===== src/rtl/core/ffha_pkg.sv =====
// Shared types, codes and constants of the first-fit heap allocator.
`timescale 1ns / 1ps

package ffha_pkg;

	localparam int POS_W       = 18;
	localparam int HDR_W       = 17;
	localparam int REQ_W       = 16;
	localparam int OFF_W       = 15;
	localparam int CFG_W       = 16;
	localparam int CFG_IDX_W   = 1;
	localparam int ALIGN_BYTES = 8;
	localparam int ALIGN_SH    = $clog2(ALIGN_BYTES);
	localparam int MIN_BLOCK   = 16;

	localparam logic [CFG_W-1:0] HEAP_BYTES_RST  = 16'h8000;
	localparam logic [CFG_W-1:0] MAX_REQUEST_RST = 16'h8000;

	typedef enum logic [1:0] {
		CMD_INIT   = 2'd0,
		CMD_MALLOC = 2'd1,
		CMD_FREE   = 2'd2
	} cmd_t;

	typedef enum logic [2:0] {
		STAT_OK        = 3'd0,
		STAT_ZERO      = 3'd1,
		STAT_NO_MEM    = 3'd2,
		STAT_TOO_LARGE = 3'd3,
		STAT_NO_FIT    = 3'd4,
		STAT_SMALL     = 3'd5
	} status_t;

	typedef enum logic [CFG_IDX_W-1:0] {
		CFG_HEAP_BYTES  = 1'b0,
		CFG_MAX_REQUEST = 1'b1
	} cfg_index_t;

	typedef enum logic [3:0] {
		ST_IDLE,
		ST_INIT,
		ST_ROUND,
		ST_ROOM,
		ST_LIMIT,
		ST_WALK_RD,
		ST_WALK_CHK,
		ST_WALK_NEXT,
		ST_SPLIT_ADDR,
		ST_SPLIT_WR,
		ST_USED_HDR,
		ST_MARK,
		ST_FREE_CHK,
		ST_FREE_RD,
		ST_FREE_CLR,
		ST_DONE
	} ctrl_state_t;

	typedef struct packed {
		logic [1:0]       command;
		logic [REQ_W-1:0] request_bytes;
		logic [OFF_W-1:0] payload_offset;
	} cmd_payload_t;

	typedef struct packed {
		logic [2:0]       status;
		logic [OFF_W-1:0] result_offset;
	} rsp_payload_t;

	// One request to the shared add/subtract/compare unit.
	typedef struct packed {
		logic             sub;
		logic [POS_W-1:0] a;
		logic [POS_W-1:0] b;
		logic [POS_W-1:0] c;
	} alu_op_t;

	typedef struct packed {
		logic [POS_W-1:0] r;
		logic             flow;   // carry on add, borrow on subtract
		logic             gt;     // r >  c
		logic             ge;     // r >= c
	} alu_res_t;

	// Payload size of a header: drop the used bit.
	function automatic logic [HDR_W-1:0] hdr_size(input logic [HDR_W-1:0] h);
		return {h[HDR_W-1:1], 1'b0};
	endfunction

endpackage


===== src/rtl/core/ffha_if.sv =====
// Valid/ready channel interfaces for allocator commands and results.
`timescale 1ns / 1ps

interface ffha_cmd_if;
	import ffha_pkg::*;
	logic         valid;
	logic         ready;
	cmd_payload_t payload;
	modport source (output valid, output payload, input ready);
	modport sink (input valid, input payload, output ready);
endinterface

interface ffha_rsp_if;
	import ffha_pkg::*;
	logic         valid;
	logic         ready;
	rsp_payload_t payload;
	modport source (output valid, output payload, input ready);
	modport sink (input valid, input payload, output ready);
endinterface


===== src/rtl/core/ffha_alu.sv =====
// Shared add/subtract unit with a magnitude compare against a third operand.
`timescale 1ns / 1ps

module ffha_alu (
	input  ffha_pkg::alu_op_t  op,
	output ffha_pkg::alu_res_t res
);
	import ffha_pkg::*;

	logic [POS_W:0] ext;

	always_comb begin
		ext = {1'b0, op.a} + ({1'b0, op.b} ^ {(POS_W+1){op.sub}}) + (POS_W+1)'(op.sub);
		res.r    = ext[POS_W-1:0];
		res.flow = ext[POS_W];
		res.gt   = ext[POS_W-1:0] > op.c;
		res.ge   = ext[POS_W-1:0] >= op.c;
	end

endmodule


===== src/rtl/core/ffha_ctrl.sv =====
// Command sequencer: init, first-fit walk with split, free, result register.
`timescale 1ns / 1ps

module ffha_ctrl #(
	parameter int HEAP_WORDS = 4096,
	parameter int AW         = $clog2(HEAP_WORDS)
) (
	input  logic                       clk,
	input  logic                       arst_n,
	ffha_cmd_if.sink                   cmd,
	ffha_rsp_if.source                 rsp,
	input  logic [ffha_pkg::CFG_W-1:0] heap_bytes,
	input  logic [ffha_pkg::CFG_W-1:0] max_request,
	output logic                       hdr_we,
	output logic [AW-1:0]              hdr_waddr,
	output logic [ffha_pkg::HDR_W-1:0] hdr_wdata,
	output logic                       hdr_re,
	output logic [AW-1:0]              hdr_raddr,
	input  logic [ffha_pkg::HDR_W-1:0] hdr_rdata
);
	import ffha_pkg::*;

	localparam int HEAP_CAP = HEAP_WORDS * ALIGN_BYTES;

	ctrl_state_t state_q, state_d;

	logic [1:0]       cmd_q;
	logic [REQ_W-1:0] req_q;
	logic [OFF_W-1:0] off_q;
	logic [HDR_W-1:0] need_q;
	logic [HDR_W-1:0] used_q;
	logic [CFG_W-1:0] limit_q;
	logic [POS_W-1:0] pos_q;
	logic [POS_W-1:0] pos8_q;
	logic [POS_W-1:0] split_q;
	logic [HDR_W-1:0] size_q;
	logic [HDR_W-1:0] rest_q;
	status_t          status_q;
	logic [OFF_W-1:0] granted_q;
	logic             out_valid_q;
	status_t          rsp_status_q;
	logic [OFF_W-1:0] rsp_offset_q;

	alu_op_t  alu_op;
	alu_res_t alu_res;

	logic [CFG_W-1:0] lim_raw;
	logic [CFG_W-1:0] lim;
	logic             init_small;
	logic [HDR_W-1:0] rd_size;
	logic             fit;
	logic             split;
	logic             off_bad;
	logic             split_in_range;
	logic             load;

	ffha_alu u_alu (
		.op  (alu_op),
		.res (alu_res)
	);

	always_comb begin
		lim_raw        = heap_bytes & ~CFG_W'(ALIGN_BYTES - 1);
		lim            = (32'(lim_raw) > HEAP_CAP) ? CFG_W'(HEAP_CAP) : lim_raw;
		init_small     = lim < CFG_W'(MIN_BLOCK);
		rd_size        = hdr_size(hdr_rdata);
		fit            = !hdr_rdata[0] && !alu_res.flow;
		split          = alu_res.r[HDR_W-1:0] >= HDR_W'(MIN_BLOCK);
		off_bad        = (off_q == '0) || ((off_q & OFF_W'(ALIGN_BYTES - 1)) != '0);
		split_in_range = (32'(split_q) >> ALIGN_SH) < 32'(HEAP_WORDS);
		load           = (state_q == ST_DONE) && (!out_valid_q || rsp.ready);
	end

	// Next state
	always_comb begin
		state_d = state_q;
		case (state_q)
			ST_IDLE: begin
				if (cmd.valid) begin
					case (cmd.payload.command)
						CMD_INIT:   state_d = ST_INIT;
						CMD_MALLOC: state_d = ST_ROUND;
						CMD_FREE:   state_d = ST_FREE_CHK;
						default:    state_d = ST_DONE;
					endcase
				end
			end
			ST_INIT:       state_d = ST_DONE;
			ST_ROUND:      state_d = (req_q == '0) ? ST_DONE : ST_ROOM;
			ST_ROOM:       state_d = alu_res.gt ? ST_DONE : ST_LIMIT;
			ST_LIMIT:      state_d = alu_res.gt ? ST_DONE : ST_WALK_RD;
			ST_WALK_RD:    state_d = ST_WALK_CHK;
			ST_WALK_CHK: begin
				if (fit) begin
					state_d = split ? ST_SPLIT_ADDR : ST_MARK;
				end else begin
					state_d = ST_WALK_NEXT;
				end
			end
			ST_WALK_NEXT:  state_d = alu_res.ge ? ST_DONE : ST_WALK_RD;
			ST_SPLIT_ADDR: state_d = ST_SPLIT_WR;
			ST_SPLIT_WR:   state_d = ST_USED_HDR;
			ST_USED_HDR:   state_d = ST_MARK;
			ST_MARK:       state_d = ST_DONE;
			ST_FREE_CHK:   state_d = (off_bad || alu_res.ge) ? ST_DONE : ST_FREE_RD;
			ST_FREE_RD:    state_d = ST_FREE_CLR;
			ST_FREE_CLR:   state_d = ST_DONE;
			ST_DONE:       state_d = load ? ST_IDLE : ST_DONE;
			default:       state_d = ST_IDLE;
		endcase
	end

	// Unit operands, memory strobes, handshake
	always_comb begin
		alu_op    = '0;
		hdr_we    = 1'b0;
		hdr_waddr = AW'(pos_q >> ALIGN_SH);
		hdr_wdata = '0;
		hdr_re    = 1'b0;
		hdr_raddr = AW'(pos_q >> ALIGN_SH);
		cmd.ready = (state_q == ST_IDLE);
		case (state_q)
			ST_INIT: begin
				alu_op    = '{sub: 1'b1, a: POS_W'(lim), b: POS_W'(ALIGN_BYTES), c: '0};
				hdr_we    = !init_small;
				hdr_waddr = '0;
				hdr_wdata = alu_res.r[HDR_W-1:0];
			end
			ST_ROUND: begin
				alu_op = '{sub: 1'b0, a: POS_W'(req_q), b: POS_W'(ALIGN_BYTES - 1), c: '0};
			end
			ST_ROOM: begin
				alu_op = '{sub: 1'b0, a: POS_W'(need_q), b: POS_W'(used_q),
					c: POS_W'(limit_q)};
			end
			ST_LIMIT: begin
				alu_op = '{sub: 1'b0, a: POS_W'(need_q), b: '0, c: POS_W'(max_request)};
			end
			ST_WALK_RD: begin
				hdr_re = 1'b1;
				alu_op = '{sub: 1'b0, a: pos_q, b: POS_W'(ALIGN_BYTES), c: '0};
			end
			ST_WALK_CHK: begin
				alu_op = '{sub: 1'b1, a: POS_W'(rd_size), b: POS_W'(need_q), c: '0};
			end
			ST_WALK_NEXT: begin
				alu_op = '{sub: 1'b0, a: pos8_q, b: POS_W'(size_q), c: POS_W'(limit_q)};
			end
			ST_SPLIT_ADDR: begin
				alu_op = '{sub: 1'b0, a: pos8_q, b: POS_W'(need_q), c: '0};
			end
			ST_SPLIT_WR: begin
				alu_op    = '{sub: 1'b1, a: POS_W'(rest_q), b: POS_W'(ALIGN_BYTES), c: '0};
				hdr_we    = split_in_range;
				hdr_waddr = AW'(split_q >> ALIGN_SH);
				hdr_wdata = alu_res.r[HDR_W-1:0];
			end
			ST_USED_HDR: begin
				alu_op = '{sub: 1'b0, a: POS_W'(used_q), b: POS_W'(ALIGN_BYTES), c: '0};
			end
			ST_MARK: begin
				alu_op    = '{sub: 1'b0, a: POS_W'(used_q), b: POS_W'(need_q), c: '0};
				hdr_we    = 1'b1;
				hdr_wdata = {need_q[HDR_W-1:1], 1'b1};
			end
			ST_FREE_CHK: begin
				alu_op = '{sub: 1'b1, a: POS_W'(off_q), b: POS_W'(ALIGN_BYTES),
					c: POS_W'(limit_q)};
			end
			ST_FREE_RD: begin
				hdr_re = 1'b1;
			end
			ST_FREE_CLR: begin
				alu_op    = '{sub: 1'b1, a: POS_W'(used_q), b: POS_W'(rd_size), c: '0};
				hdr_we    = hdr_rdata[0];
				hdr_wdata = rd_size;
			end
			default: ;
		endcase
	end

	// Control state
	always_ff @(posedge clk or negedge arst_n) begin
		if (!arst_n) begin
			state_q     <= ST_IDLE;
			used_q      <= '0;
			limit_q     <= '0;
			out_valid_q <= 1'b0;
		end else begin
			state_q <= state_d;
			case (state_q)
				ST_INIT: begin
					if (!init_small) begin
						limit_q <= lim;
						used_q  <= HDR_W'(ALIGN_BYTES);
					end
				end
				ST_USED_HDR, ST_MARK: used_q <= alu_res.r[HDR_W-1:0];
				ST_FREE_CLR: begin
					if (hdr_rdata[0]) begin
						used_q <= alu_res.r[HDR_W-1:0];
					end
				end
				default: ;
			endcase
			if (load) begin
				out_valid_q <= 1'b1;
			end else if (rsp.ready) begin
				out_valid_q <= 1'b0;
			end
		end
	end

	// Working registers
	always_ff @(posedge clk) begin
		case (state_q)
			ST_IDLE: begin
				if (cmd.valid) begin
					cmd_q     <= cmd.payload.command;
					req_q     <= cmd.payload.request_bytes;
					off_q     <= cmd.payload.payload_offset;
					status_q  <= STAT_OK;
					granted_q <= '0;
					pos_q     <= '0;
				end
			end
			ST_INIT: begin
				if (init_small) begin
					status_q <= STAT_SMALL;
				end
			end
			ST_ROUND: begin
				need_q <= alu_res.r[HDR_W-1:0] & ~HDR_W'(ALIGN_BYTES - 1);
				if (req_q == '0) begin
					status_q <= STAT_ZERO;
				end
			end
			ST_ROOM: begin
				if (alu_res.gt) begin
					status_q <= STAT_NO_MEM;
				end
			end
			ST_LIMIT: begin
				if (alu_res.gt) begin
					status_q <= STAT_TOO_LARGE;
				end
			end
			ST_WALK_RD: pos8_q <= alu_res.r;
			ST_WALK_CHK: begin
				size_q <= rd_size;
				rest_q <= alu_res.r[HDR_W-1:0];
				// too little left over to split: take the whole block
				if (fit && !split) begin
					need_q <= rd_size;
				end
			end
			ST_WALK_NEXT: begin
				pos_q <= alu_res.r;
				if (alu_res.ge) begin
					status_q <= STAT_NO_FIT;
				end
			end
			ST_SPLIT_ADDR: split_q <= alu_res.r;
			ST_MARK: granted_q <= pos8_q[OFF_W-1:0];
			ST_FREE_CHK: pos_q <= alu_res.r;
			ST_DONE: begin
				if (load) begin
					rsp_status_q <= status_q;
					rsp_offset_q <= granted_q;
				end
			end
			default: ;
		endcase
	end

	assign rsp.valid   = out_valid_q;
	assign rsp.payload = '{status: rsp_status_q, result_offset: rsp_offset_q};

	a_accept_leaves_idle: assert property (@(posedge clk) disable iff (!arst_n)
		(cmd.valid && cmd.ready) |=> (state_q != ST_IDLE))
		else $error("accepted command did not start the sequencer");

	a_write_states: assert property (@(posedge clk) disable iff (!arst_n)
		hdr_we |-> (state_q == ST_INIT || state_q == ST_SPLIT_WR ||
			state_q == ST_MARK || state_q == ST_FREE_CLR))
		else $error("header write outside a writing step");

	a_check_after_read: assert property (@(posedge clk) disable iff (!arst_n)
		(state_q == ST_WALK_CHK) |-> ($past(state_q) == ST_WALK_RD))
		else $error("header check without a preceding read");

	a_result_from_done: assert property (@(posedge clk) disable iff (!arst_n)
		$rose(out_valid_q) |-> ($past(state_q) == ST_DONE))
		else $error("result beat raised outside the done step");

	a_small_only_init: assert property (@(posedge clk) disable iff (!arst_n)
		(state_q == ST_DONE && status_q == STAT_SMALL) |-> (cmd_q == CMD_INIT))
		else $error("heap-too-small status on a non-init command");

endmodule


===== src/flat_wrapper.sv =====
// flat-port wrapper written by rule: the top's interface ports become plain ports
module ffha_ctrl_flat import ffha_pkg::*;
#(
	parameter int HEAP_WORDS = 4096,
	parameter int AW         = $clog2(HEAP_WORDS)
)
  (clk, arst_n, heap_bytes, max_request, hdr_we, hdr_waddr, hdr_wdata, hdr_re, hdr_raddr, hdr_rdata, cmd_valid, cmd_payload, cmd_ready, rsp_valid, rsp_payload, rsp_ready);
  ffha_cmd_if cmd_i ();
  ffha_rsp_if rsp_i ();
  input  logic clk;
  input  logic arst_n;
  input  logic [ffha_pkg::CFG_W-1:0] heap_bytes;
  input  logic [ffha_pkg::CFG_W-1:0] max_request;
  output logic hdr_we;
  output logic [AW-1:0] hdr_waddr;
  output logic [ffha_pkg::HDR_W-1:0] hdr_wdata;
  output logic hdr_re;
  output logic [AW-1:0] hdr_raddr;
  input  logic [ffha_pkg::HDR_W-1:0] hdr_rdata;
  input wire logic [$bits(cmd_i.valid)-1:0] cmd_valid;
  input wire logic [$bits(cmd_i.payload)-1:0] cmd_payload;
  output wire logic [$bits(cmd_i.ready)-1:0] cmd_ready;
  output wire logic [$bits(rsp_i.valid)-1:0] rsp_valid;
  output wire logic [$bits(rsp_i.payload)-1:0] rsp_payload;
  input wire logic [$bits(rsp_i.ready)-1:0] rsp_ready;
  assign cmd_i.valid = cmd_valid;
  assign cmd_i.payload = cmd_payload;
  assign cmd_ready = cmd_i.ready;
  assign rsp_valid = rsp_i.valid;
  assign rsp_payload = rsp_i.payload;
  assign rsp_i.ready = rsp_ready;
  ffha_ctrl #(.HEAP_WORDS(HEAP_WORDS), .AW(AW)) u_core (.clk(clk), .arst_n(arst_n), .cmd(cmd_i), .rsp(rsp_i), .heap_bytes(heap_bytes), .max_request(max_request), .hdr_we(hdr_we), .hdr_waddr(hdr_waddr), .hdr_wdata(hdr_wdata), .hdr_re(hdr_re), .hdr_raddr(hdr_raddr), .hdr_rdata(hdr_rdata));
endmodule

===== config.mk =====
export PLATFORM = sky130hd
export DESIGN_NAME = ffha_ctrl_flat
export DESIGN_NICKNAME = d
export VERILOG_FILES = /design/src/rtl/core/ffha_pkg.sv /design/src/rtl/core/ffha_if.sv /design/src/rtl/core/ffha_alu.sv /design/src/rtl/core/ffha_ctrl.sv /design/src/flat_wrapper.sv
export SDC_FILE = /design/constraint.sdc
export NUM_CORES = 1
export LEC_CHECK = 0
export BUFFER_PORTS_ARGS = -buffer_cell sky130_fd_sc_hd__buf_2
export CAP_MARGIN = 20
export CORE_MARGIN = 3
export CORE_UTILIZATION = 60
export CTS_CLUSTER_DIAMETER = 60
export DETAILED_ROUTE_END_ITERATION = 10
export PLACE_DENSITY_LB_ADDON = 0.3
export SYNTH_ARGS = -nofsm -noshare
export SYNTH_HDL_FRONTEND = slang
export SYNTH_HIERARCHICAL = 1
export SYNTH_SLANG_ARGS = --single-unit

===== constraint.sdc =====
create_clock -name clk -period 13.8 [get_ports clk]
set_input_delay 3.45 -clock clk [delete_from_list [all_inputs] [get_ports clk]]
set_output_delay 3.45 -clock clk [all_outputs]
set_load 0.03 [all_outputs]

**After elaboration in Yosys (flattened, before gate mapping)**

Cells that the tools add are included.

- Equality and inequality tests: 26
- Multiplexer cells: 35
- Bitwise operators: 2
- Shifts and indexed selects: 0
- $lt $le $gt $ge: 6
- $add $sub $neg: 2
- $mul: 0
- Reductions and logical operators: 35
- Div/mod/pow operators: 0

Operators with widths:

| cell | count |
|---|---|
| case mux 55 bit (13 select lines) | 1 |
| case mux 17 bit (3 select lines) | 2 |
| case mux 4 bit (14 select lines) | 1 |
| two-way mux 17 bit | 3 |
| case mux 18 bit (2 select lines) | 1 |
| case mux 17 bit (2 select lines) | 1 |
| equality test 4 bit, second input constant | 8 |
| case mux 15 bit (2 select lines) | 1 |
| two-way mux 4 bit | 7 |
| case mux 12 bit (2 select lines) | 1 |
| adder 18 x 19 -> 19 bit | 1 |
| adder 19 x 1 -> 19 bit | 1 |
| XOR 18 x 19 -> 19 bit | 1 |
| >= comparator 18 bit | 1 |
| > comparator 18 bit | 1 |
| two-way mux 18 bit | 1 |
| two-way mux 3 bit | 6 |
| case mux 3 bit (6 select lines) | 1 |
| >= comparator 17 x 5 -> 1 bit, second input constant | 1 |
| equality test 4 x 3 -> 1 bit, second input constant | 4 |
| > comparator 16 bit, second input constant | 1 |
| logical NOT 16 bit | 1 |
| < comparator 16 x 5 -> 1 bit, second input constant | 1 |
| two-way mux 16 bit | 1 |
| other kinds (28) | 58 |

- Output and inout port bits: 63
- Bits in latches: 0
- Bits in writable memories: 0
- Memories: 0
- Logic and storage cells: 122
- Input bits: 86
- Memory bits (read-only): 0
- Bits in registers: 209

**Logic depth before layout (Yosys ltp)**

- Depth in word-level cells: 11
- Gate-level depth with buffers: 26

**Cells and area by module**

Netlist, hierarchy kept.

By module, submodules not included:

| module | cells each | area each (sq um) | seq. area each (sq um) | times used |
|---|---|---|---|---|
| ffha_ctrl | 799 | 9599.2 | 5890.6 | 1 |
| ffha_alu | 221 | 1591.5 | 0.0 | 1 |

**Least setup slack after synthesis**

No wires, ideal clock.

- Path kind: in2out
- Start: input heap_bytes[4] (netlist name)
- End: output hdr_wdata[16] (netlist name)
- Stages: 14
- Buffers on the path: 1
- Data arrival time: 6329 ps
- Slack: 4021 ps
- Path through: nor4_1 -> nand3_1 -> o22ai_4 -> buf_6 -> nand2_1 -> o2111ai_1 -> ha_1 -> nand2_1 -> a2111o_1 -> nand3b_1 -> a21oi_1 -> o311ai_1 -> a22oi_1 -> nand2_1

RTL lines:

| item | RTL line | RTL |
|---|---|---|
| start: declaration | flat_wrapper.sv:12 | `input logic [ffha_pkg::CFG_W-1:0] heap_bytes;` |
| end: declaration | flat_wrapper.sv:16 | `output logic [ffha_pkg::HDR_W-1:0] hdr_wdata;` |

==> summary.md <==
| Metric | Value |
|---|---|
| GPL Wtd Cong | 0.9854 |
| Status | finished clean |
| Mean post-synth cell area | 10.97 um^2 |
| Count of different cell masters after synthesis | a little over 80 |
| Worst skew pair latency | 0.52 ns |
| EDFF count, synth | 167 |
| CTS Sinks | 202 |
| Starting Density | between 60% and 70% |
| Clk pin slew, worst setup/hold paths | 0.06 ns |
| Post-synth top flop | edfxtp_1 |
| RSZ-0062 raised after global routing | false |
| Number of placed I/O pins | 149 |
| H-tree depth | 1 |
| Worst path cell trace | buf_2 -> nor4_1 -> nand3_1 -> o22ai_4 -> nand2_1 -> o2111ai_1 -> ha_1 -> a21oi_1 -> o211ai_1 -> nand3_1 -> nand2_1 -> xnor2_1 -> a22oi_1 -> nand2_1 -> buf_2 |
| Initial DRT Pass Iterations | 9 |
| Register area share after synthesis | 52.64% |
| Vias per inst | between 6 and 7 |
| Crit path top cell by count | nand2_1 |
| Die height | 142.6 um |
| Cts bufs inserted | 23 |
| Post-CTS Setup Bufs | 0 |
| # diodes | 0 |
| Initial antenna violation count | 0 |
| Worst r2r src | u_core/state_q[2] |
| M3 GR Usage | 8.401% |
| Setup crit end kind | output pin |
| Final Setup Violations | 0 |
| Number of cell rows | 49 |
| Hold buffers post-CTS | 0 |
| Kind of critical path | in -> out |
| Post-Route WL | 37140 um |
| ANT nets after route | 0 |
| Crit-path slowest cell | xnor2_1 |
| Clock root buffer | clkbuf_16 |
| Maximum capacitance violations | 0 |
| Largest net degree at the start of global routing | 65 |
| R2R setup slack | 5.98 ns |
| FF-to-FF End | u_core/status_q[0] |
| Crit path time final | 11.00 ns |
| Filler cell count | 1315 |
| Die area | 0.02033 mm^2 |
| # DRC | 0 |
| FMAX | 90.89 MHz |
| GRT Overall Usage | a little over a third |
| Worst hold path cell count | 0 |
| Min-delay worst type | reg -> reg |
| Met1 global-route usage | 52.10% |
| Initial DRC count | 1581 |
| Gr busiest metal | met2 |
| Number of global-route vias before repair | 9183 |
| Buffer levels on the longest clock path | 3 |
| Gr ovfl total | 0 |
| Ratio of final minimum period to clock period | 79.73% |
| Commonest non-fill, non-tap cell in the layout | nand2_1 |
| Slowest stage delay, CP | roughly 0.9 ns |
| Post-synthesis register bit count | 202 |
| Arrival @ worst endpoint | 7.55 ns |
| GR Util met2 | about 52% |
| Req. time, crit path | 10.35 ns |
| Commonest cells after routing, fill and taps aside | nand2_1 (169), edfxtp_1 (167), buf_2 (145) |
| Hold EP | u_core/rsp_offset_q[10] |
| Post-Synthesis Cell Area | approximately 0.011 mm^2 |
| CTS tree | built |
| Avg WL per Cell | 26.47 um |
| Core Region | 0.01815 mm^2 |
| PostCTS Resize Cnt | 0 |
| Syn Inst Count | slightly above 1000 |
| Synthesis-to-layout area growth | 14.96% |
| Final Skew | 0.01248 ns |
| Hold Startpoint | u_core/granted_q[10] |
| Fraction of final layout cells sized beyond drive strength 1 | 20.95% |
| Final Hold Viols | 0 |
| Yosys Warn Count | 6 |
| Hpwl dp | approximately 26000 um |
| Startpoint types | input pin |
| Asr flop ratio synth | 17.33% |
| Die X | 142.6 um |
| Reg2Reg Depth | 21 |
| NumNets Final | 1283 |
| First-pass GRT wire length | 55140 um |
| Fin. max-slew vios | 0 |
| Vias post-DR | 9693 |
| Worst-path maximum fanout | 15 |
| Max-slew headroom | about a quarter |
| Setup TNS | 0 ns |
| Port Buf Inserts | roughly 150 |
| Worst Max-Slew Pin Slew | 1.141 ns |
## worst max-delay path: cells and delay by family
family | cells | cell delay, ns
buffers and inverters | 2 | 0.31
AND/OR/NAND/NOR | 6 | 1.30
adder cells (fa/ha/maj) | 1 | 0.34
AO/OA/AOI/OAI | 5 | 1.24
XOR/XNOR | 1 | 0.90
## flip-flops by register name, summed over array words and instances (netlist names)
name and count:
u_core/granted_q 15, u_core/limit_q 13, u_core/need_q 16, u_core/off_q 15, u_core/pos8_q 18, u_core/pos_q 18, u_core/req_q 16, u_core/rest_q 17
u_core/rsp.valid 1, u_core/rsp_offset_q 15, u_core/rsp_status_q 3, u_core/size_q 16, u_core/split_q 15, u_core/state_q 4, u_core/status_q 3, u_core/used_q 17
## cell families after synthesis
logic type | Yosys count | share of synthesized area [%]
compound gates | 275 | 18.93
xor+xnor | 32 | 2.504
fa+ha+maj | 40 | 4.539
buf+inv | 110 | 5.020
flops | 202 | 52.64
mux | 4 | 0.5814
other cells | 1 | 0.03351
simple gates | 356 | 15.75
## through the flow
step / setup slack (ns) / cells / area, um^2 / hold slack (ns) / utilization [%]
final: 2.798 / 1403 / 12860 / 0.4191 / 70.89
after global routing: 2.649 / 1403 / 12860 / 0.4226 / 70.89
after CTS: 2.886 / 1402 / 12840 / 0.4201 / 70.74
after detailed placement: 2.891 / 1360 / 12090 / 0.4054 / 66.60
after global placement: 2.938 / 1360 / 12090 / 0.4004 / 66.60
after floorplan: 4.021 / 1022 / 11200 / 0.4003 / -
## per-layer routing
| layer | vias to the layer above | wire length [um] |
|---|---|---|
| li1 | 4154 | - |
| met1 | 4591 | 14220 |
| met2 | 841 | 16060 |
| met3 | 107 | 5186 |
| met4 | 0 | 1673 |
| met5 | - | 0 |
## cell type report
type | instances | area [um^2] | share of cell area, %
Sequential cell | 202 | 5892 | 45.80
Clock inverter | 15 | 161.4 | 1.255
Tap cell | 229 | 286.5 | 2.227
Timing Repair Buffer | 179 | 1001 | 7.781
Multi-Input combinational cell | 710 | 4780 | 37.15
Clock buffer | 27 | 590.6 | 4.591
Inverter | 41 | 153.9 | 1.196
## cell usage after synthesis, types with 24 or more instances
cell / number / area [um^2]
a22oi_1: 47 / 352.8
nor2_1: 37 / 138.9
inv_1: 39 / 146.4
a21oi_1: 37 / 185.2
o21ai_0: 27 / 135.1
nand2_1: 169 / 634.4
edfxtp_1: 167 / 5015
a22o_1: 64 / 560.5
dfrtp_1: 35 / 875.8
ha_1: 39 / 488.0
a222oi_1: 24 / 240.2
## how the worst max path moves through the flow
| stage | slack (ns) | start | cells after the start | endpoint |
|---|---|---|---|---|
| floorplan | 4.02 | heap_bytes[4] | 14 | hdr_wdata[16] |
| global placement | 2.94 | heap_bytes[11] | 15 | hdr_wdata[13] |
| detailed placement | 2.89 | heap_bytes[11] | 15 | hdr_wdata[13] |
| CTS | 2.89 | heap_bytes[11] | 15 | hdr_wdata[13] |
| global route | 2.65 | heap_bytes[11] | 15 | hdr_wdata[13] |
| finish | 2.80 | heap_bytes[11] | 15 | hdr_wdata[13] |
Power is left out: the tool's default activity adds up to more than one toggle a clock period on the data nets, which glitch-free logic cannot reach.
